--- config.mk ---
export PLATFORM = sky130hd
export DESIGN_NAME = rsd_ram
export DESIGN_NICKNAME = d
export VERILOG_FILES = /design/src/rtl/rsd_ram.sv
export SDC_FILE = /design/constraint.sdc
export NUM_CORES = 2
export LEC_CHECK = 0
export BUFFER_PORTS_ARGS = -buffer_cell sky130_fd_sc_hd__buf_2
export CAP_MARGIN = 25
export CELL_PAD_IN_SITES_DETAIL_PLACEMENT = 2
export CELL_PAD_IN_SITES_GLOBAL_PLACEMENT = 2
export CORE_ASPECT_RATIO = 0.75
export CORE_UTILIZATION = 52
export CTS_BUF_LIST = sky130_fd_sc_hd__clkbuf_4
export CTS_CLUSTER_DIAMETER = 120
export DETAILED_ROUTE_END_ITERATION = 8
export HOLD_SLACK_MARGIN = 0.12
export PLACE_DENSITY = 0.77
export SLEW_MARGIN = 20
export SYNTH_ARGS = -nofsm -noshare
export SYNTH_HDL_FRONTEND = slang
export SYNTH_SLANG_ARGS = --single-unit
--- constraint.sdc ---
create_clock -name clk -period 4 [get_ports clk]
set_clock_uncertainty 0.15 [all_clocks]
set_input_delay 0 -clock clk [delete_from_list [all_inputs] [get_ports clk]]
set_output_delay 0 -clock clk [all_outputs]
set_load 0.02 [all_outputs]
--- src/rtl/rsd_ram.sv ---
// ----------------------------------------------------------------------------
// rsd_ram
// Generic single-port-write, single-read RAM with registered read data.
// ----------------------------------------------------------------------------
module rsd_ram #(
  parameter int Width = 32,
  parameter int Depth = 64
) (
  input  logic                     clk,
  input  logic                     we,
  input  logic [$clog2(Depth)-1:0] waddr,
  input  logic [Width-1:0]         wdata,
  input  logic [$clog2(Depth)-1:0] raddr,
  output logic [Width-1:0]         rdata
);
  logic [Width-1:0] mem [Depth];

  always_ff @(posedge clk) begin
    if (we) begin
      mem[waddr] <= wdata;
    end
    rdata <= mem[raddr];
  end
endmodule

==> out/results.txt, run 1 <==
RePlAce Congestion = 0.8322
Avg Cell Area, Syn = 23.62 sq um
Initial Utilization = 52.38%
Post-synth top cells = edfxtp_1, mux4_2, nor2_1, mux2i_1, o22ai_1
Post-synth ARST share = 0%
top post-synthesis cells by area = edfxtp_1, mux4_2, mux2i_1
Stopped at = 3_5_place_dp
synth warn = 0
Main synth FF type = edfxtp_1
First Err = [ERROR DPL-0033] detailed placement checks failed during check placement.
Synth cell types = 34
DP HPWL = 169600 microns
Die Wd = 450.7 microns
FP Rows = 123
most common cell in the synthesized netlist = edfxtp_1
leading area contributor after synthesis = edfxtp_1
IO Count = 78
post-synthesis sequential element count = 2080
post-synth design cell area = 0.07852 sq mm
Post-synth EDFFs = 2048
Buffers on Ports = 77
Die Span Y = 338.5 microns
Syn Nets = 3370
Post-Synthesis Cells = 3324
sequential-to-total area share from yosys stat = 79.14%
status = did not finish
Yosys top cell area share = 78.33%
-- metrics by stage --
stage | setup WS, ps | hold slack [ps] | cells
after global placement | 766.5 | 177.0 | 5408
after floorplan | 690.2 | -51.13 | 3324
-- cell families after synthesis --
kind of cell / Yosys count / share of synthesized area (%)
buf+inv: 182 / 1.128
simple gates: 223 / 1.265
compound gates: 202 / 1.673
flops: 2080 / 79.14
mux: 637 / 16.79
==> run 2, diff against run 1 <==
CELL_PAD_IN_SITES_DETAIL_PLACEMENT = not set   (was 2)
CELL_PAD_IN_SITES_GLOBAL_PLACEMENT = not set   (was 2)
CORE_ASPECT_RATIO = not set   (was 0.75)
CORE_UTILIZATION = 37   (was 52)
CTS_BUF_LIST = not set   (was sky130_fd_sc_hd__clkbuf_4)
CTS_CLUSTER_DIAMETER = not set   (was 120)
HOLD_SLACK_MARGIN = not set   (was 0.12)
PLACE_DENSITY = not set   (was 0.77)
PLACE_DENSITY_LB_ADDON = 0.15   (was not set)
==> run 2 against run 1 <==
The flow now finishes without violations. Synthesized cell count did not move. Synthesized area unchanged.
==> out/results.txt, run 2 <==
status = finished, final reports clean
final hold vios = 0
cells along the critical path = dlygate4sd3_1, buf_8, buf_4, and2_1, a22oi_1, and3_1, o32ai_1, nor3_1
Post-Synthesis Cells = 3324
commonest non-fill, non-tap cell in the layout = edfxtp_1
Die Wd = 462.7 microns
Tot GR Track Use = 20.23%
Synth cell types = 34
Root Driver = clkbuf_16
FP Rows = 168
Hold Crit Class = in -> reg
top fanout value on the critical path = 46
crit path launch type = primary input
Seq pwr share = 53.1%
# clock sinks = 2080
# fillers = 17940
R2R Path Start = mem[15][29]
worst min-delay path startpoint = wdata[23]
Post-synth EDFFs = 2048
worst hold slack = 43.25 ps
average wire per standard cell = 32.41 microns
Post-synth ARST share = 0%
drt pass-1 iters = 6
Critical Path AT = 3640 ps
largest reg by FF count = mem
DR DRC count = 0
Main synth FF type = edfxtp_1
DP HPWL = 118100 microns
Largest register FFs = 2048
final WL = 216600 microns
crit path from = raddr[1]
CTS tree = built
switching power share of the total = 21.44%
Post-synth top cells = edfxtp_1, mux4_2, nor2_1, mux2i_1, o22ai_1
Layout Nets = 3730
most frequent cells in the layout = edfxtp_1, mux4_2, clkbuf_16, buf_4, mux2i_1
H-tree lvl count = 4
IO Count = 78
CTS Buffer Depth = 3
internal power = 35.85 mW
Core ar. = 0.2102 sq mm
Worst-path clk slew = 60 ps
sequential-to-total area share from yosys stat = 79.14%
P_sw = 9.784 mW
Buffers on Ports = 77
endpoints failing setup = 0
Routed Antenna Nets = 0
leakage power = 28.33 nW
Clock power frac = 41.7%
initial antenna violation count = 8
Peak VDD IR = 382.0 uV
DR iter-0 viols = 3618
top post-synthesis cells by area = edfxtp_1, mux4_2, mux2i_1
Vias/cell = 5.509
Syn Nets = 3370
final period utilization = 78.88%
CP required = 4480 ps
minimum clock period = 3155 ps
Fmax = 0.3169 GHz
post-synth design cell area = 0.07852 sq mm
start-to-end type of the worst setup path = in -> reg
largest net degree at the start of global routing = 66
post-layout instance area = 0.09133 sq mm
WHS Path Cells = 2
synth warn = 0
pins over their slew limit = 0
Clk Latency, worst-skew pair = 850 ps
DR vias = 36810
slew margin rel. = 34.78%
first-pass GRT wire length = 303600 microns
Yosys top cell area share = 78.33%
RePlAce Congestion = 0.7336
Die Span Y = 462.7 microns
setup slack, reg-to-reg = 1430 ps
Max Cap Viol = 0
top flop regs = mem (2048), rdata (32)
Post-CTS Setup Bufs = 0
CP peak stage delay = 740 ps
Initial Utilization = 37.35%
share of post-route cells with drive strength above 1 = 30.16%
setup_tns = 0 ps
most common cell in the synthesized netlist = edfxtp_1
Avg Cell Area, Syn = 23.62 sq um
Combinational Power Share = 5.1%
RR Endpoint = rdata[29]
P&R area growth vs syn = 16.32%
Least-Margin Pin Slew = 975.6 ps
vias in the first global route = 37960
Die Area = 0.2141 sq mm
Overflow after GRT = 0
leading area contributor after synthesis = edfxtp_1
Cell Pwr Density = 499.7 mW/mm^2
Critical Path Sink Type = flop
worst setup path end = rdata[17]
post-synthesis sequential element count = 2080
reg2reg path depth = 4
slowest stage cell on the critical path = o32ai_1
unrepaired setup endpoints after global routing = false
Cell Area, Placed = 0.08407 sq mm
TritonCTS buffer count = 215
==> run 2: metal layers <==
layer,part of all wire (%),GRT usage (%)
met2,49,32.48
met3,4.9,2.842
met4,2.4,5.718
met5,0.0051,0
met1,44,28.83
==> run 2: power by group through the flow <==
stage,logic (mW),clock network [mW],registers (mW)
floorplan,1.17,0,24.7
global route,2.49,20.3,24.2
CTS,2.40,19.4,24.3
detailed placement,2.35,0,24.7
finish,2.35,19.0,24.2
global placement,2.31,0,24.7
==> run 2: cells by family (layout without fill, tap and decap cells) <==
kind of cell	count (synthesis)	count (layout)	share of synthesized area [%]
DFF	2080	2080	79.14
muxes	637	637	16.79
and+or+nand+nor	223	223	1.265
AOI/OAI and AO/OA	202	202	1.673
buffers and inverters	182	724	1.128
other	0	11	0
==> run 2: worst max-delay path, delay by kind of cell <==
| kind | cells | cell delay, ps |
|---|---|---|
| compound gates | 2 | 900 |
| buf+inv | 3 | 1520 |
| simple gates | 3 | 1030 |
==> run 2: how the worst min path moves through the flow <==
stage | to | slack (ps)
after global placement | rdata[20] | 290
after global routing | mem[12][23] | 9
final | mem[12][23] | 40
after detailed placement | rdata[20] | 290
after floorplan | mem[0][0] | -50
after CTS | mem[56][24] | 20
==> run 2: repair_timing <==
action                    4_1_cts  5_1_grt
resized for setup               0        0
hold buffers                   50        0
hold endpoints to repair     2258        0
==> run 2: cell type report <==
cell class / instances / area, sq um / area share (%)
Sequential cell: 2080 / 62140 / 68.04
Tap cell: 2805 / 3510 / 3.843
Antenna cell: 11 / 27.53 / 0.03014
Clock inverter: 103 / 713.2 / 0.7809
Clock buffer: 296 / 5933 / 6.497
Timing Repair Buffer: 325 / 3034 / 3.322
Multi-Input combinational cell: 1062 / 15970 / 17.48
==> run 2: per-stage QoR <==
| stage | cells | total power, mW | util [%] | setup WS (ps) |
|---|---|---|---|---|
| after floorplan | 3324 | 25.87 | - | 690.2 |
| after global placement | 6206 | 27.03 | 39.88 | 425.3 |
| after detailed placement | 6219 | 27.06 | 39.99 | 511.8 |
| after CTS | 6668 | 46.10 | 43.39 | 809.8 |
| after global routing | 6679 | 46.99 | 43.44 | 837.6 |
| final | 6682 | 45.63 | 43.45 | 844.7 |
Note: power is estimated with default switching activity, not from simulation.
