File: config.mk
export PLATFORM = sky130hd
export DESIGN_NAME = rsd_sqrt
export DESIGN_NICKNAME = d
export VERILOG_FILES = /design/src/rtl/rsd_pkg.sv /design/src/rtl/rsd_sqrt.sv
export SDC_FILE = /design/constraint.sdc
export NUM_CORES = 1
export LEC_CHECK = 0
export BUFFER_PORTS_ARGS = -buffer_cell sky130_fd_sc_hd__buf_2
export CORE_ASPECT_RATIO = 1.75
export CORE_UTILIZATION = 45
export CTS_CLUSTER_DIAMETER = 150
export DETAILED_ROUTE_END_ITERATION = 16
export GPL_TIMING_DRIVEN = 0
export PLACE_DENSITY_LB_ADDON = 0.08
export SLEW_MARGIN = 20
export SYNTH_ARGS = -nofsm -noshare
export SYNTH_HDL_FRONTEND = slang
export SYNTH_SLANG_ARGS = --single-unit
File: constraint.sdc
create_clock -name clk -period 16.3 [get_ports clk]
set_input_delay 3.26 -clock clk [delete_from_list [all_inputs] [get_ports clk]]
set_output_delay 3.26 -clock clk [all_outputs]
set_load 0.005 [all_outputs]
File: src/rtl/rsd_pkg.sv
// ----------------------------------------------------------------------------
// rsd_pkg
// Shared constants and types for the rolling standard deviation block.
// ----------------------------------------------------------------------------
package rsd_pkg;
  localparam int WindowMax = 64;
  localparam int SlotW     = $clog2(WindowMax);
  localparam int CountW    = $clog2(WindowMax + 1);
  localparam int SampleW   = 32;
  localparam int SumW      = SampleW + SlotW + 1;
  localparam int SqW       = 2 * (SampleW + 2) + SlotW;
  localparam logic [6:0] WinLenReset = 7'd20;
  localparam logic [0:0] RegWinLen   = 1'b0;

  typedef enum logic [3:0] {
    S_IDLE, S_SUM_RD, S_SUM, S_DIV1, S_SQ_RD, S_SQ, S_SQ_ACC, S_DIV2, S_SQRT, S_OUT
  } rsd_state_t;

  // start/busy between sequencer and arithmetic helpers
  typedef struct packed {
    logic start;
    logic busy;
  } rsd_ctl_t;
endpackage

File: src/rtl/rsd_sqrt.sv
// ----------------------------------------------------------------------------
// rsd_sqrt
// Digit-by-digit integer square root of a 64-bit value, one bit per cycle.
// ----------------------------------------------------------------------------
module rsd_sqrt
  import rsd_pkg::*;
(
  input  logic        clk,
  input  logic        rst,
  input  rsd_ctl_t    ctl_in,
  input  logic [63:0] radicand,
  output logic        busy,
  output logic [31:0] root
);
  logic [63:0] v;
  logic [63:0] res;
  logic [63:0] bitv;
  logic        run;

  assign busy = run;
  assign root = res[31:0];

  always_ff @(posedge clk) begin
    if (rst) begin
      run <= 1'b0;
    end else if (ctl_in.start) begin
      run <= 1'b1;
    end else if (run && bitv[1:0] != 2'b00) begin
      run <= 1'b0;
    end
  end

  always_ff @(posedge clk) begin
    if (ctl_in.start) begin
      v    <= radicand;
      res  <= '0;
      bitv <= 64'h4000_0000_0000_0000;
    end else if (run) begin
      if (v >= res + bitv) begin
        v   <= v - (res + bitv);
        res <= (res >> 1) + bitv;
      end else begin
        res <= res >> 1;
      end
      bitv <= bitv >> 2;
    end
  end
endmodule

==> impl_metrics.env <==
export IMPL_synthXorXnorAreaFrac=0.0842
export IMPL_diodes=0
export IMPL_die_area_sq_um=34700
export IMPL_layout_cells_non_filler=2529
export IMPL_fmax_mhz=119
export IMPL_top_layer="met4"
export IMPL_cp_num_cells=23
export IMPL_post_cts_resized=0
export IMPL_cellPowerDensity_nw_per_um2=162
export IMPL_grt_remaining_overflow=0
export IMPL_cellLeakagePower_nw=6.70
export IMPL_wl_microns=55900
export IMPL_crit_path_end="v[32]$_DFFE_PP_"
export IMPL_whs_ps=519
export IMPL_path_buf_inv=5
export IMPL_ios=101
export IMPL_setup_viol=0
export IMPL_r2r_end="v[32]$_DFFE_PP_"
export IMPL_maxSlewViolCount=0
export IMPL_crit_path_end_kind="register"
export IMPL_dr_pass1_iters=6
export IMPL_hold_path_class="register to register"
export IMPL_whs_path_depth=2
export IMPL_post_cts_buffers=0
export IMPL_finalSetupTns_ps=0
export IMPL_io_buffer_count=98
export IMPL_syn_nets=2145
export IMPL_wl_met3_microns=2090
export IMPL_crit_type="register to register"
export IMPL_rows=88
export IMPL_status="finished clean"
export IMPL_cp_max_fo=22
export IMPL_r2r_start="res[2]$_SDFFE_PP0P_"
export IMPL_clkTransAtPathRegs_ps=70
export IMPL_ys_ff_latch=161
export IMPL_ir_drop_mv=0.110
export IMPL_skew_ps=17.4
export IMPL_detail_route_iter0_violations=1049
export IMPL_grt_start_max_net_pins=23
export IMPL_hold_buffers=0
export IMPL_grt_pass1_vias=15200
export IMPL_vias=15300
export IMPL_clock_path_buffers=2
export IMPL_finalCriticalPeriod_ps=8430
export IMPL_synth_edf_count=64
export IMPL_syn_area_sq_um=15300
export IMPL_initial_core_util=0.460
export IMPL_track_usage=0.324
export IMPL_drt_met1_wl_microns=20400
export IMPL_syn_to_final_growth_pct=11.6
export IMPL_synth_cell_type_count=86
export IMPL_clkLatencyLatePin_ps=460
export IMPL_crit_required_ps=16460
export IMPL_synth_compound_area_frac=0.276
export IMPL_reg2regPathDepth=23
export IMPL_rrSetupSlack_ps=7870
export IMPL_crit_family="compound AO/OA/AOI/OAI gates"
export IMPL_cts_buffers=17
export IMPL_crit_path_cell_trace="ha_1 > a31oi_1 > o21bai_1 > a31oi_1 > o21ai_1 > a41oi_1 > o21ai_0 > a21oi_1 > xor2_1 > ha_1 > clkbuf_1 > nand2_1 > nor2_1 > nand3_1 > nor3_1 > o21ai_0 > a311oi_2 > o21ai_2 > buf_4 > buf_2 > o21ai_4 > buf_16 > buf_16"
export IMPL_layout_common_cells="nand2_1 (218), nor2_1 (192), o21ai_0 (143)"
export IMPL_slowest_delay_ps=810
export IMPL_cp_start_kind="register"
export IMPL_dp_hpwl_microns=44400
export IMPL_yosysWarnings=0
export IMPL_period_share=0.517
export IMPL_synth_top_family_by_area="compound AO/OA/AOI/OAI gates"
export IMPL_hold_viol_final=0
export IMPL_async_flop_share=0
export IMPL_dp_cells=2497
export IMPL_synthesis_instances=1946
export IMPL_htree_levels=4
export IMPL_final_util=0.513
export IMPL_ys_flop_type="dfxtp_1"
export IMPL_synthMuxAreaShare=0.0409
export IMPL_maxCapViolations=0
export IMPL_die_h_microns=246
export IMPL_final_common_cell="nand2_1"
export IMPL_avgSynthCellArea_sq_um=7.85
export IMPL_core_area_sq_um=33300
export IMPL_maxSlewHeadroom=0.216
export IMPL_fill_cells=3389
export IMPL_wl_met2_microns=29400
export IMPL_cts_tree="done"
export IMPL_root_buffer="clkbuf_16"
export IMPL_avgRoutedWirePerCell_microns=22.1
export IMPL_grt_pass1_wl_microns=84500
export IMPL_gp_congestion=0.962
export IMPL_rsz0062_at_grt="no"
export IMPL_synth_seq_area_share=0.253
export IMPL_worstPathArrival_ps=8580
export IMPL_fin_nets=2265
export IMPL_worst_slew_pin_slew_ps=1160
export IMPL_post_route_drc_count=0
export IMPL_ant_nets=0
export IMPL_avgViaCountPerCell=6.05
export IMPL_cpMaxStageDelayCell="o21ai_0"
export IMPL_drive_gt1_frac=0.111
export IMPL_die_w_microns=141
export IMPL_synth_fa_ha_area_frac=0.108
export IMPL_crit_path_start="res[2]$_SDFFE_PP0P_"
export IMPL_cts_sinks=161
export IMPL_synthSimpleGateAreaFrac=0.183
export IMPL_antenna_found_initial=0
==> worst min path at each step <==
| stage | startpoint | end | slack, ps |
|---|---|---|---|
| after floorplan | res[0]$_SDFFE_PP0P_ | res[0]$_SDFFE_PP0P_ | 480 |
| after global placement | res[0]$_SDFFE_PP0P_ | res[0]$_SDFFE_PP0P_ | 510 |
| after detailed placement | res[0]$_SDFFE_PP0P_ | res[0]$_SDFFE_PP0P_ | 510 |
| after CTS | res[0]$_SDFFE_PP0P_ | res[0]$_SDFFE_PP0P_ | 520 |
| after global routing | res[0]$_SDFFE_PP0P_ | res[0]$_SDFFE_PP0P_ | 570 |
| final | res[0]$_SDFFE_PP0P_ | res[0]$_SDFFE_PP0P_ | 520 |
==> metal layers <==
metal / vias to the layer above / track usage
li1: 7384 / -
met1: 7255 / 0.323
met2: 482 / 0.616
met3: 176 / 0.0372
met4: 0 / 0.225
met5: - / 0
==> where the power goes <==
group	leakage, nW	internal, mW	switching, mW
Sequential	1.43	0.556	0.0751
Clock	0.308	0.254	0.185
Combinational	4.96	0.614	1.08
Total	6.70	1.42	1.34
==> state kept, by name, indices dropped and copies added (netlist names) <==
| signal | cells |
|---|---|
| bitv | 32 |
| res | 64 |
| v | 64 |
| busy | 1 |
==> cells in the mapped netlist (15+ instances only) <==
master / n / area, sq um
a211oi_1: 42 / 315
a21o_1: 54 / 405
a21oi_1: 136 / 681
a311oi_1: 17 / 149
a31o_2: 16 / 140
a31oi_1: 63 / 394
buf_4: 35 / 263
clkbuf_1: 91 / 342
dfxtp_1: 97 / 1940
edfxtp_1: 64 / 1920
ha_1: 130 / 1630
inv_1: 48 / 180
mux2i_1: 50 / 500
nand2_1: 218 / 818
nand3_1: 37 / 185
nand4_1: 47 / 294
nor2_1: 192 / 721
nor3_1: 30 / 150
o211ai_1: 16 / 120
o21a_1: 19 / 143
o21ai_0: 144 / 721
o21bai_1: 29 / 218
or3_1: 15 / 93.8
xnor2_1: 76 / 666
xor2_1: 71 / 622
==> final cells by class <==
class / count / area (sq um) / share of cell area
multi-input cells: 1597 / 10600 / 0.620
clock buffers: 26 / 563 / 0.0330
well taps: 450 / 563 / 0.0330
flip-flops and latches: 161 / 3860 / 0.227
clock inverters: 6 / 62.6 / 0.00367
repair buffers: 101 / 573 / 0.0336
plain buffers: 139 / 666 / 0.0390
inverters: 49 / 184 / 0.0108
==> through the flow <==
stage          instance area, sq um  total power, mW  setup slack, ps
2_1_floorplan                 15300             1.80             6790
5_1_grt                       17100             2.95             7680
3_5_place_dp                  16400             2.31             8110
3_3_place_gp                  16300             2.30             1040
4_1_cts                       17100             2.75             8050
6_report                      17100             2.77             7870
==> logic make-up after synthesis <==
logic type      after synthesis
buf+inv                     188
mux                          61
simple gates                617
xor+xnor                    147
compound gates              641
flops                       161
fa+ha+maj                   131
==> worst reg2reg max path: cells and delay by family, from the launching register on <==
kind                     cells  cell delay (ps)
buffers and inverters        5             1250
XOR/XNOR                     1              450
AND/OR/NAND/NOR              4              950
flip-flops                   1              380
AO/OA/AOI/OAI               11             4530
adder cells (fa/ha/maj)      2              540
Note: power is estimated with default switching activity, not from simulation.
