[src/rtl/rsd_pkg.sv]
// ----------------------------------------------------------------------------
// rsd_pkg
// Shared constants and types for the rolling standard deviation block.
// ----------------------------------------------------------------------------
package rsd_pkg;
  localparam int WindowMax = 64;
  localparam int SlotW     = $clog2(WindowMax);
  localparam int CountW    = $clog2(WindowMax + 1);
  localparam int SampleW   = 32;
  localparam int SumW      = SampleW + SlotW + 1;
  localparam int SqW       = 2 * (SampleW + 2) + SlotW;
  localparam logic [6:0] WinLenReset = 7'd20;
  localparam logic [0:0] RegWinLen   = 1'b0;

  typedef enum logic [3:0] {
    S_IDLE, S_SUM_RD, S_SUM, S_DIV1, S_SQ_RD, S_SQ, S_SQ_ACC, S_DIV2, S_SQRT, S_OUT
  } rsd_state_t;

  // start/busy between sequencer and arithmetic helpers
  typedef struct packed {
    logic start;
    logic busy;
  } rsd_ctl_t;
endpackage

[src/rtl/rsd_divider.sv]
// ----------------------------------------------------------------------------
// rsd_divider
// Restoring divider, one quotient bit per cycle, numerator unsigned SqW bits,
// divisor 7 bits. Quotient saturates to 64 bits.
// ----------------------------------------------------------------------------
module rsd_divider
  import rsd_pkg::*;
(
  input  logic             clk,
  input  logic             rst,
  input  rsd_ctl_t         ctl_in,
  input  logic [SqW-1:0]   num,
  input  logic [6:0]       den,
  output logic             busy,
  output logic [63:0]      quot
);
  localparam int CntW = $clog2(SqW + 1);

  logic [SqW-1:0]  q;
  logic [7:0]      r;
  logic [CntW-1:0] cnt;
  logic [7:0]      trial;

  assign trial = {r[6:0], q[SqW-1]};
  assign busy  = (cnt != '0);
  // anything above 64 bits means overflow: saturate
  assign quot  = (|q[SqW-1:64]) ? '1 : q[63:0];

  always_ff @(posedge clk) begin
    if (rst) begin
      cnt <= '0;
    end else if (ctl_in.start) begin
      cnt <= CntW'(SqW);
    end else if (busy) begin
      cnt <= cnt - 1'b1;
    end
  end

  always_ff @(posedge clk) begin
    if (ctl_in.start) begin
      q <= num;
      r <= '0;
    end else if (busy) begin
      if (trial >= {1'b0, den}) begin
        r <= trial - {1'b0, den};
        q <= {q[SqW-2:0], 1'b1};
      end else begin
        r <= trial;
        q <= {q[SqW-2:0], 1'b0};
      end
    end
  end
endmodule

[config.mk]
export PLATFORM = sky130hd
export DESIGN_NAME = rsd_divider
export DESIGN_NICKNAME = d
export VERILOG_FILES = /design/src/rtl/rsd_pkg.sv /design/src/rtl/rsd_divider.sv
export SDC_FILE = /design/constraint.sdc
export NUM_CORES = 1
export LEC_CHECK = 0
export ABC_AREA = 1
export BUFFER_PORTS_ARGS = -buffer_cell sky130_fd_sc_hd__buf_2
export CAP_MARGIN = 20
export CORE_MARGIN = 2
export CORE_UTILIZATION = 30
export CTS_CLUSTER_DIAMETER = 60
export DETAILED_ROUTE_END_ITERATION = 7
export PLACE_DENSITY = 0.6
export SETUP_SLACK_MARGIN = 0.02
export SYNTH_ARGS = -nofsm -noshare
export SYNTH_HDL_FRONTEND = slang
export SYNTH_SLANG_ARGS = --single-unit
[constraint.sdc]
create_clock -name clk -period 7.9 [get_ports clk]
set_input_delay 1.58 -clock clk [delete_from_list [all_inputs] [get_ports clk]]
set_output_delay 1.58 -clock clk [all_outputs]
set_load 0.005 [all_outputs]
==> results of run 1 <==
-- through the flow --
stage	cell area [um2]	cells	util	worst slack [ns]
5_1_grt	5740	876	0.382	3.85
6_report	5740	876	0.382	4.03
3_5_place_dp	5420	860	0.361	3.96
2_1_floorplan	4550	544	-	3.80
3_3_place_gp	5420	860	0.361	3.99
4_1_cts	5710	875	0.380	3.96
-- state kept, by name, summed over array words and instances (netlist names) --
register	count
cnt	7
q	74
r	7
-- worst max-delay path, cell delays in order (launching register included) --
cell      delay, ns
edfxtp_1       0.41
nor4_1         0.29
nand2_1        0.13
nor3_4         0.21
buf_4          0.57
nand2_1        0.15
buf_2          0.17
-- report_power, final --
group,leakage [nW],internal [W],switching (W),total (W)
Combinational,1.57,0.000123,0.000201,0.000324
Clock,0.135,0.000243,0.000176,0.000419
Sequential,0.914,0.000603,0.0000352,0.000638
Total,2.62,0.000970,0.000411,0.00138
-- placed cells by master (no fill, tap or decap) --
cell / count
a21oi_2: 1
nor3_1: 1
nor2_1: 14
nand2_1: 204
clkbuf_1: 1
inv_1: 94
clkinv_2: 1
nand3_1: 17
fa_1: 1
nand2_4: 1
a31oi_1: 1
nand3_2: 1
xor2_1: 4
o21ai_0: 67
a21oi_1: 5
dfxtp_1: 14
buf_2: 147
xnor2_1: 1
nor4_1: 3
edfxtp_1: 74
or2_0: 1
buf_4: 3
nor3_4: 1
clkbuf_16: 9
ha_1: 8
nand3b_1: 5
nand4_1: 3
clkinvlp_4: 2
clkinv_4: 1
o21bai_1: 1
bufinv_16: 1
buf_16: 1
-- metal layers --
metal | wire length [um] | up-vias
li1 | - | 2008
met1 | 5070 | 1688
met2 | 4400 | 113
met3 | 582 | 17
met4 | 210 | 2
met5 | 13 | -
-- cell families after synthesis --
| kind of cell | after synthesis |
|---|---|
| fa+ha+maj | 9 |
| simple gates | 251 |
| xor+xnor | 5 |
| buf+inv | 116 |
| flops | 88 |
| compound gates | 75 |
-- cell type report --
cell class / count / area, um2
Fill cell: 1594 / 9300
Sequential cell: 88 / 2500
Multi-Input combinational cell: 340 / 1570
Timing Repair Buffer: 151 / 786
Inverter: 94 / 353
Tap cell: 188 / 235
Clock buffer: 10 / 229
Clock inverter: 5 / 58.8
-- worst min path at each step --
stage / end / slack (ns) / cells after the start
after floorplan: cnt[6] / 0.44 / 2
after global placement: cnt[6] / 0.45 / 2
after detailed placement: cnt[6] / 0.45 / 2
after CTS: cnt[6] / 0.46 / 2
after global routing: cnt[6] / 0.48 / 2
final: cnt[6] / 0.47 / 2
==> run summary, run 1 <==
The run finished with clean final reports. The run gives 0.0992 mV as the maximum resistive drop on vdd. The dominant cell by count in the synthesized netlist is nand2_1. Counting every net in the synthesized netlist gives 638.

Setup repair after global routing left no endpoint under its margin. The largest net degree at the start of global routing came out at 85. Top flip-flop cell by instance count after synthesis: edfxtp_1.

The run gives 0 as the number of gates resized after CTS. Number of vias in the routed layout: 3828. In this run the clock root is driven by a clkbuf_16.

The post-CTS setup buffer count came out at 0. The first global-routing pass estimated 16200 um of wire. Initial antenna violation count: 1. The run gives 0.175 as the global routing usage on met1. The synthesis-to-finish area growth was 26.1%; the final worst clock skew was 0.00565 ns. The count of pins over their slew limit was 0; the required time reported for the critical path endpoint was 6.32 ns. The maximum clock frequency was 259 MHz. The logs give 9 for the number of CTS-inserted buffers and 189 for the DRC marker count from the first detailed-route iteration. The final global-route overflow total was 0.

In this run the tool buffered the top-level ports with 148 buffer cells. TritonCTS built the clock tree. The global routing usage on met2 was 0.190; the measured slew at the worst slew-check pin was 0.690 ns. The start point of the worst min-delay path was cnt[6].

The final sum of negative setup slack was 0 ns. The biggest area contributor in the post-synthesis netlist is edfxtp_1. STA classifies the critical path endpoint as a primary output. The number of failing hold endpoints at the final stage is 0. The initial cell density of the core came out at 0.303.

The number of flops mapped to enable cells by yosys was 74. After clock tree synthesis, the clock-pin slew on the worst setup and hold paths is 0.06 ns. The floorplan row count was 45. The run gives 0.0314 as the met3 track demand over resource. The share of flip-flops with an asynchronous set or reset was 0; the length in cells of the worst reg-to-reg path was 12. Counting flops and latches in the post-synthesis netlist gives 88. Post-synthesis cell type count: 26.

In this run the power density over the cells is 241 nW/um2. In this run the worst setup path begins at q[64]. The share of the synthesized netlist area taken by xor and xnor gates came out at 0.00962. Synthesis handed over a netlist of 544 instances. The share of synthesized area occupied by flip-flops and latches is 0.550. The mux share of post-synthesis cell area came out at 0. The longest clock path from root to sink contains 2 buffers.

The H-tree was split into 3 levels. The tree built by TritonCTS fans out to 88 sinks. The die covers 16200 um2.

The number of antenna diodes in the final layout is 0. The floorplan step defined a core boundary enclosing 15000 um2. The synthesized-area fraction occupied by ao, oa, aoi and oai cells came out at 0.0841.

Routability-driven placement finished with a final weighted congestion of 0.800. The number of optimization iterations in the first detailed-route pass was 7; the number of top-level pins was 150. The clock insertion delay at the later pin of the skew report came out at 0.34 ns. By area the synthesized netlist is led by edfxtp_1 49%, nand2_1 17%, inv_1 7.8%. In this run the static leakage power is 2.62 nW. The overall die width came out at 127 um.

The most critical setup path has its endpoint at quot[55]. For this run, the number of Yosys warnings is 0. Final hold analysis gives a worst-case slack of 0.465 ns. After synthesis, the most frequently instantiated cells are 205 x nand2_1, 94 x inv_1, 74 x edfxtp_1. Portion of synthesized cell area occupied by the leading cell type: 0.488.

The type of origin of the critical path is a flop. The share of cells above drive strength 1 came out at 0.246. The final worst-path cycle share works out to 0.490.

The tool flagged a number of max-cap violations equal to 0. Setup violations remaining at the end of the flow were counted as 0. The synthesized cell area is 4550 um2. The type of the setup path with the least slack was flop to primary output. The via count of the first global-routing pass was 3376; the minimum clock period was 3.87 ns. Once detailed placement completed, the half-perimeter wirelength came to 7130 um. A synthesized cell averages 8.37 um2. The relative slew slack was 0.540.

For this run, the post-layout net count is 778. The tools report the number of buffers added to fix hold violations after cts as 0. Reg-to-reg critical path startpoint: q[73]. Across all register-to-register paths, the minimum setup slack is 5.95 ns. The tools report the endpoint of the worst-slack reg-to-reg timing path as r[5]. The total power came out at 0.00138 W.

By area, the combinational part of the netlist is dominated by simple AND/OR/NAND/NOR gates. The min-delay analysis places its worst path in the category flop to flop. In the final routed layout, each cell accounts on average for 11.7 um. The adder-cell area share of the yosys netlist works out to 0.0264. STA puts the critical path data arrival time at 2.29 ns. The global-route usage over all layers is 0.127. The global-route layer with the greatest usage was met2. The simple-gate share of the synthesized area is 0.224, and the average via count per standard cell is 4.37.

After detailed routing, the total wire length is 10300 um. The largest fanout of any net on the critical path was 61. Height of the die: 127 um. In this run the remaining antenna-violating nets after routing total 0. After detailed routing, the number of remaining DRC violations is 0.
(Power assumes the default switching activity.)
==> run 2: changes to the inputs <==
Settings changed: ABC_AREA 1 to 0.
Clock period 7.9 ns to 3.75 ns, I/O delays scaled along.
==> run 2 against run 1 <==
Count of clock-buffer cells in the layout did not move. Global-route usage rose by 0.069 points. Synthesized cell count fell by 34%. Clock skew rose by 0.00076 ns. Power rose by 130%.
==> run summary, run 2 <==
The top flip-flop cell by instance count after synthesis is edfxtp_1. Across the VDD grid, the largest voltage drop is 0.293 mV. The number of setup violations in the final report came out at 0. The synthesized design contains 88 register bits.

For the share of synthesized area occupied by flip-flops and latches, the log shows 0.549. The global-route usage over all layers came out at 0.128. The number of flops mapped to enable cells by yosys is 74. The register name with the most flops is q.

The cell depth of the worst hold path was 2; the share of power burned in combinational logic was 0.212. The tools report the reg-to-reg critical path startpoint as q[73]. On the worst path, the slowest cell contributes a delay of 0.43 ns. Summing over every cut layer, the via total after detailed routing is 3195. STA puts the critical path data arrival time at 2.32 ns. The first global-routing pass estimated 16300 um of wire. The commonest cells after synthesis are 75 x mux2_2, 74 x edfxtp_1, 64 x or2_2. The met3 track demand over resource is 0.0297, and the deepest level of the CTS H-tree is 3. Counting the fill cells in the layout gives 1467. After layout, the minimum clock period comes to 3.07 ns. Final hold analysis gives a worst-case slack of 0.513 ns. The die area is 16200 um2, and the power density over the cells is 533 nW/um2. The tools report the number of standard cells in the layout, taps in and fillers out as 696. Global routing usage on met1: 0.164.

The die is 127 um tall. The detailed router finished its first iteration with 123 violations. Between clock sinks in the finished design, the worst skew comes to 0.00641 ns. The final routed wirelength across all metal layers was 10100 um. The portion of synthesized cell area occupied by the leading cell type was 0.487. Once the clock tree was built, the setup fixing pass inserted 0 buffers. At the later pin of the worst-skew pair, clock insertion delay measures 0.34 ns. The synthesis-to-finish area growth works out to 29.3%. The number of buffers added to fix hold violations after cts is 0.

The leading area contributor after synthesis was edfxtp_1. The largest net degree at the start of global routing was 48; the synthesized area per cell was 12.8 um2. The count of pins over their slew limit came out at 0.

The run gives 0.209 as the global routing usage on met2. The final sum of negative setup slack came out at 0 ns. In this run, placement finished with an instance count of 679. The switching fraction of total power works out to 0.261.

Leaving out fill and tap cells, the most frequent cell in the layout is buf_2. The via count of the first global-routing pass is 3285. Dividing the detail-routed via count by the number of cells gives 4.59. The run gives 357 as the number of standard cells after synthesis. In this run, distinct cell masters in the synthesized netlist total 41. The worst hold path belongs to the class flop to flop. The tools report the initial antenna violation count as 0. The tools report the synthesized cell area as 4560 um2. In the post-synthesis netlist, the biggest area contributors are edfxtp_1 49%, mux2_2 19%, or2_2 8.8%. The largest registers in the layout are q (74), cnt (7), r (7). The destination of the worst hold path was r[6].

For this run, design rule violations remaining after detail routing come to 0. The number of failing hold endpoints at the final stage was 0; the relative contribution of sequential cells to total power was 0.442. Setup repair after global routing left no endpoint under its margin. The relative slew slack was 0.611.

The analysis attributes to cell leakage a power of 2.23 nW. The internal power component was 0.00232 W. The worst register-to-register path ends at r[3]. For this design the top-level I/O count stands at 150. Based on the critical path, the design can be clocked at up to 325 MHz. The run finished with clean final reports. The share of cells above drive strength 1 was 0.627; the length in cells of the worst reg-to-reg path was 8. TritonCTS built the clock tree. The pre-antenna-repair detailed-routing pass consisted of 4 iterations.

The critical path is of the flop to primary output type. The number of nets in the synthesized netlist is 451. The global-route layer with the greatest usage was met2.

The clock net in this run drives a total of 88 sinks. The run gives 2 as the number of buffers on the longest clock path. Setup slack on the worst reg-to-reg path comes out at 1.41 ns.

Dominant cell by count in the synthesized netlist: mux2_2. At the end of routability-driven placement, the weighted congestion stood at 0.824. The total number of nets in the final design was 596; the largest fanout of any net on the critical path was 48. The cell at the slowest stage of the critical path was edfxtp_1. Across the run, the number of max-cap violations was 0. The tools report the start point of the worst min-delay path as r[6]. The floorplan has 45 rows.

The tools report the initial cell density of the core as 0.303. At the pin with the least slew margin, the transition time is 0.584 ns. For the synthesis warning total, the log shows 0. The worst setup path is launched from a flop.

The die is 127 um wide. The final worst-path cycle share is 0.820, and the count of input and output buffers is 148. For the final global-route overflow total, the log shows 0. The signal on the critical path passes through nor4_1 > nand3_2 > buf_12 > or2_2 > buf_2. After detailed routing, the average wire length per cell comes to 14.5 um. The top cell types in the final layout, fill and taps aside, are 147 x buf_2, 75 x mux2_2, 74 x edfxtp_1, 64 x or2_2, 17 x nor2_1.

In this run, post-CTS repair resized a total of 0 instances. After clock tree synthesis, the clock-pin slew on the worst setup and hold paths is 0.06 ns. Clock tree root buffer cell: clkbuf_16. The core region area is 15000 um2, and the number of CTS-inserted buffers is 9. The half-perimeter wire length after detailed placement came out at 7360 um. The share of flip-flops with an asynchronous set or reset came out at 0.

The tools report the clock network fraction of design power as 0.346. The flip-flop count of the largest register after layout works out to 74. The required time reported for the critical path endpoint was 3.00 ns. STA classifies the critical path endpoint as a primary output.

The remaining antenna violation count after routing is 0. Summed over all nets, the switching power comes to 0.000820 W.
-- run 2: worst max-delay path, delay by kind of cell, from the launching register on --
family	cells	cell delay, ns
buffers and inverters	2	0.43
DFF	1	0.43
and+or+nand+nor	3	1.10
-- run 2: layout make-up --
class	instances	area (um2)	share of cell area
Antenna cell	1	2.50	0.000424
Inverter	15	56.3	0.00955
Clock inverter	6	131	0.0223
Sequential cell	88	2500	0.424
Timing Repair Buffer	152	798	0.135
Clock buffer	10	229	0.0388
Multi-Input combinational cell	236	1940	0.329
Tap cell	188	235	0.0399
-- run 2: metrics by stage --
stage	total power (W)	worst slack (ns)	area, um2	util
2_1_floorplan	0.00189	0.343	4560	-
3_3_place_gp	0.00205	0.963	5530	0.368
3_5_place_dp	0.00208	0.947	5530	0.368
4_1_cts	0.00319	0.569	5890	0.392
5_1_grt	0.00332	0.450	5890	0.392
6_report	0.00314	0.676	5900	0.392
-- run 2: worst max-delay path by stage --
stage,from,end,slack (ns),cells after the start
6_report,q[71],quot[4],0.68,5
4_1_cts,q[71],quot[4],0.57,5
3_3_place_gp,q[71],quot[4],0.96,5
5_1_grt,q[71],quot[20],0.45,5
3_5_place_dp,q[71],quot[4],0.95,5
2_1_floorplan,ctl_in[1],q[0],0.34,4
-- run 2: cells by family after synthesis --
kind of cell    count (synthesis)  share of synthesized area
buf+inv                        33                     0.0285
compound gates                 27                     0.0431
mux                            77                      0.190
simple gates                  119                      0.156
flops                          88                      0.549
fa+ha+maj                       9                     0.0263
xor+xnor                        4                    0.00768
-- run 2: metal layers --
| layer | share of wire | wire [um] |
|---|---|---|
| met5 | 0 | 0 |
| met3 | 0.053 | 532 |
| met2 | 0.48 | 4810 |
| met4 | 0.014 | 144 |
| met1 | 0.46 | 4590 |
-- run 2: power by group through the flow --
stage	registers (W)	logic [W]	clock network, W
final	0.00139	0.000667	0.00109
after global routing	0.00142	0.000749	0.00115
after CTS	0.00139	0.000677	0.00112
after detailed placement	0.00141	0.000673	0
after global placement	0.00140	0.000648	0
after floorplan	0.00137	0.000521	0
==> run 3: changes to the inputs <==
Settings changed: PLACE_DENSITY 0.6 to 0.62.
Clock period 3.75 ns to 2.7 ns, I/O delays scaled along.
==> run 3 against run 2 <==
Flip-flop and latch count unchanged. Final area down 0.49%. Register-to-register slack worse by 1.0 ns. Setup slack worse by 0.52 ns. Critical path type unchanged.
==> run summary, run 3 (synthesized netlist as in run 2, its figures left out) <==
The flow ran to the end, and the final reports show no timing, DRC or antenna violations. The die area was 16200 um2; the final design utilization was 0.390. Type of the most critical hold path: input port to flop. In this run the critical register-to-register path is captured at r[4]. The half-perimeter wire length after detailed placement is 7090 um, and the synthesis-to-finish area growth is 28.6%. 0 antenna diodes ended up in the layout.

The DRC violations left was 0. Setup repair after global routing left no endpoint under its margin. The tools report the via count of the first global-routing pass as 3171.

The congestion estimate from routability-driven global placement came to 0.840. The cell sitting at the root of the clock tree is a clkbuf_16. Number of buffers on the longest clock path: 2. The remaining antenna violation count after routing came out at 0. The share of cells above drive strength 1 came out at 0.629. Counting instances, the worst hold path has a depth of 2. The number of failing hold endpoints at the final stage is 0, and the global-route wire length before repair is 15600 um. The power density over the cells is 707 nW/um2. Number of top-level pins: 150.

The run gives 0.00534 ns as the final worst clock skew. The startpoint identified for the worst register-to-register timing path is q[73]. The initialized floorplan defines 45 standard-cell rows. The number of setup violations in the final report was 0; the final worst-path cycle share was 0.941. Leaving out fill and tap cells, the most frequent cells in the layout are 147 x buf_2, 75 x mux2_2, 74 x edfxtp_1, 64 x or2_2, 17 x nor2_1. More flip-flops sit in one register than any other, and that register is q. Global routing finished with a remaining overflow of 0.

The slack of the worst reg-to-reg path is 0.37 ns, and the final standard cell area without fillers is 5870 um2. The initial antenna violation count came out at 0. The run gives 0 ns as the final sum of negative setup slack. The run gives 0 as the post-CTS setup buffer count.

STA classifies the critical path endpoint as a primary output. The worst register-to-register path has a depth of 8. For this design, the sink count on the clock tree is 88.

The worst hold margin is 0.455 ns, and the average wire length per cell after detail routing is 14.2 um. Global-route usage over all layers: 0.125. The largest registers in the layout are q (74), cnt (7), r (7).

The minimum clock period was 2.54 ns. The most common cell after layout, fill and taps aside was buf_2. The relative slew slack came out at 0.659. The largest net degree at the start of global routing is 59, and the measured slew at the worst slew-check pin is 0.511 ns. The final layout contains routed wiring with a total length of 9870 um. Data on the critical path is required at its endpoint by 2.16 ns. The register with the most flip-flops in the layout has 74 of them.

Static leakage power: 2.22 nW. The worst setup path is launched from a flop. The clock-pin slew of the registers on the worst-case setup and hold paths works out to 0.06 ns. The overall die width works out to 127 um. After floorplanning, the core was sized to cover 15000 um2. Start point of the worst min-delay path: rst. The tools report the total number of nets in the final design as 597. The maximum resistive drop on vdd was 0.477 mV. Type of the setup path with the least slack: flop to primary output.

The first detailed-routing pass ran for 4 iterations. The worst hold path terminates at cnt[1]. The count of pins over their slew limit was 0.

In this run, the number of DRC markers left after iteration 0 of detailed routing was 114. Input and output buffers added on the ports amount to 148. Counting the buffers created by CTS gives 9. The arrival time of the worst setup path was 2.00 ns. The final route contains 3206 vias. TritonCTS built the clock tree. The clock reaches the later pin of the worst-skew pair after 0.34 ns.

The instance area at placement is 5550 um2, and the initial cell density of the core is 0.303. Dividing the detail-routed via count by the number of cells gives 4.61. Along the worst path, the maximum fanout reaches 58. After filler insertion, the fill cell instance count of the layout stands at 1459. The deepest level of the CTS H-tree was 3; the maximum clock frequency was 394 MHz. Measured along the y axis, the die boundary spans 127 um. The tool flagged a number of max-cap violations equal to 0.
run 3: stage by stage:
stage | worst slack, ns | cells | power [W]
floorplan | 0.196 | 357 | 0.00263
global placement | 0.191 | 680 | 0.00284
detailed placement | 0.130 | 680 | 0.00289
CTS | 0.0391 | 695 | 0.00421
global route | 0.0236 | 695 | 0.00441
finish | 0.160 | 695 | 0.00415
run 3: repair_timing:
action	in CTS	in global routing
hold buffers	0	0
gates resized for setup	0	2
setup endpoints to repair	0	58
run 3: worst max-delay path, cell delays in order (launching register included):
cell and delay (ns):
edfxtp_1 0.43, nor4_2 0.33, nand3_2 0.21, buf_12 0.23, or2_2 0.31, buf_2 0.13
run 3: per-layer routing:
| metal | wire, um | global-route usage |
|---|---|---|
| met1 | 4320 | 0.147 |
| met4 | 139 | 0.0446 |
| met5 | 0 | 0 |
| met3 | 607 | 0.0482 |
| met2 | 4800 | 0.206 |
run 3: how the worst max path moves through the flow:
stage	start	endpoint	cells after the start	slack, ns
2_1_floorplan	ctl_in[1]	q[0]	4	0.20
3_3_place_gp	den[0]	r[4]	8	0.19
3_5_place_dp	den[0]	r[4]	8	0.13
4_1_cts	q[67]	quot[60]	5	0.04
5_1_grt	q[71]	quot[60]	5	0.02
6_report	q[71]	quot[60]	5	0.16
run 3: layout make-up:
class | count | area (um2) | area share
Sequential cell | 88 | 2500 | 0.427
Tap cell | 188 | 235 | 0.0401
Clock buffer | 10 | 229 | 0.0390
Multi-Input combinational cell | 236 | 1950 | 0.333
Timing Repair Buffer | 153 | 818 | 0.139
Inverter | 15 | 56.3 | 0.00960
Clock inverter | 5 | 72.6 | 0.0124
run 3: power breakdown:
part	leakage, nW	internal, W	switching, W
logic	1.18	0.000449	0.000480
registers	0.890	0.00179	0.000143
clock network	0.147	0.000798	0.000493
total	2.22	0.00303	0.00112
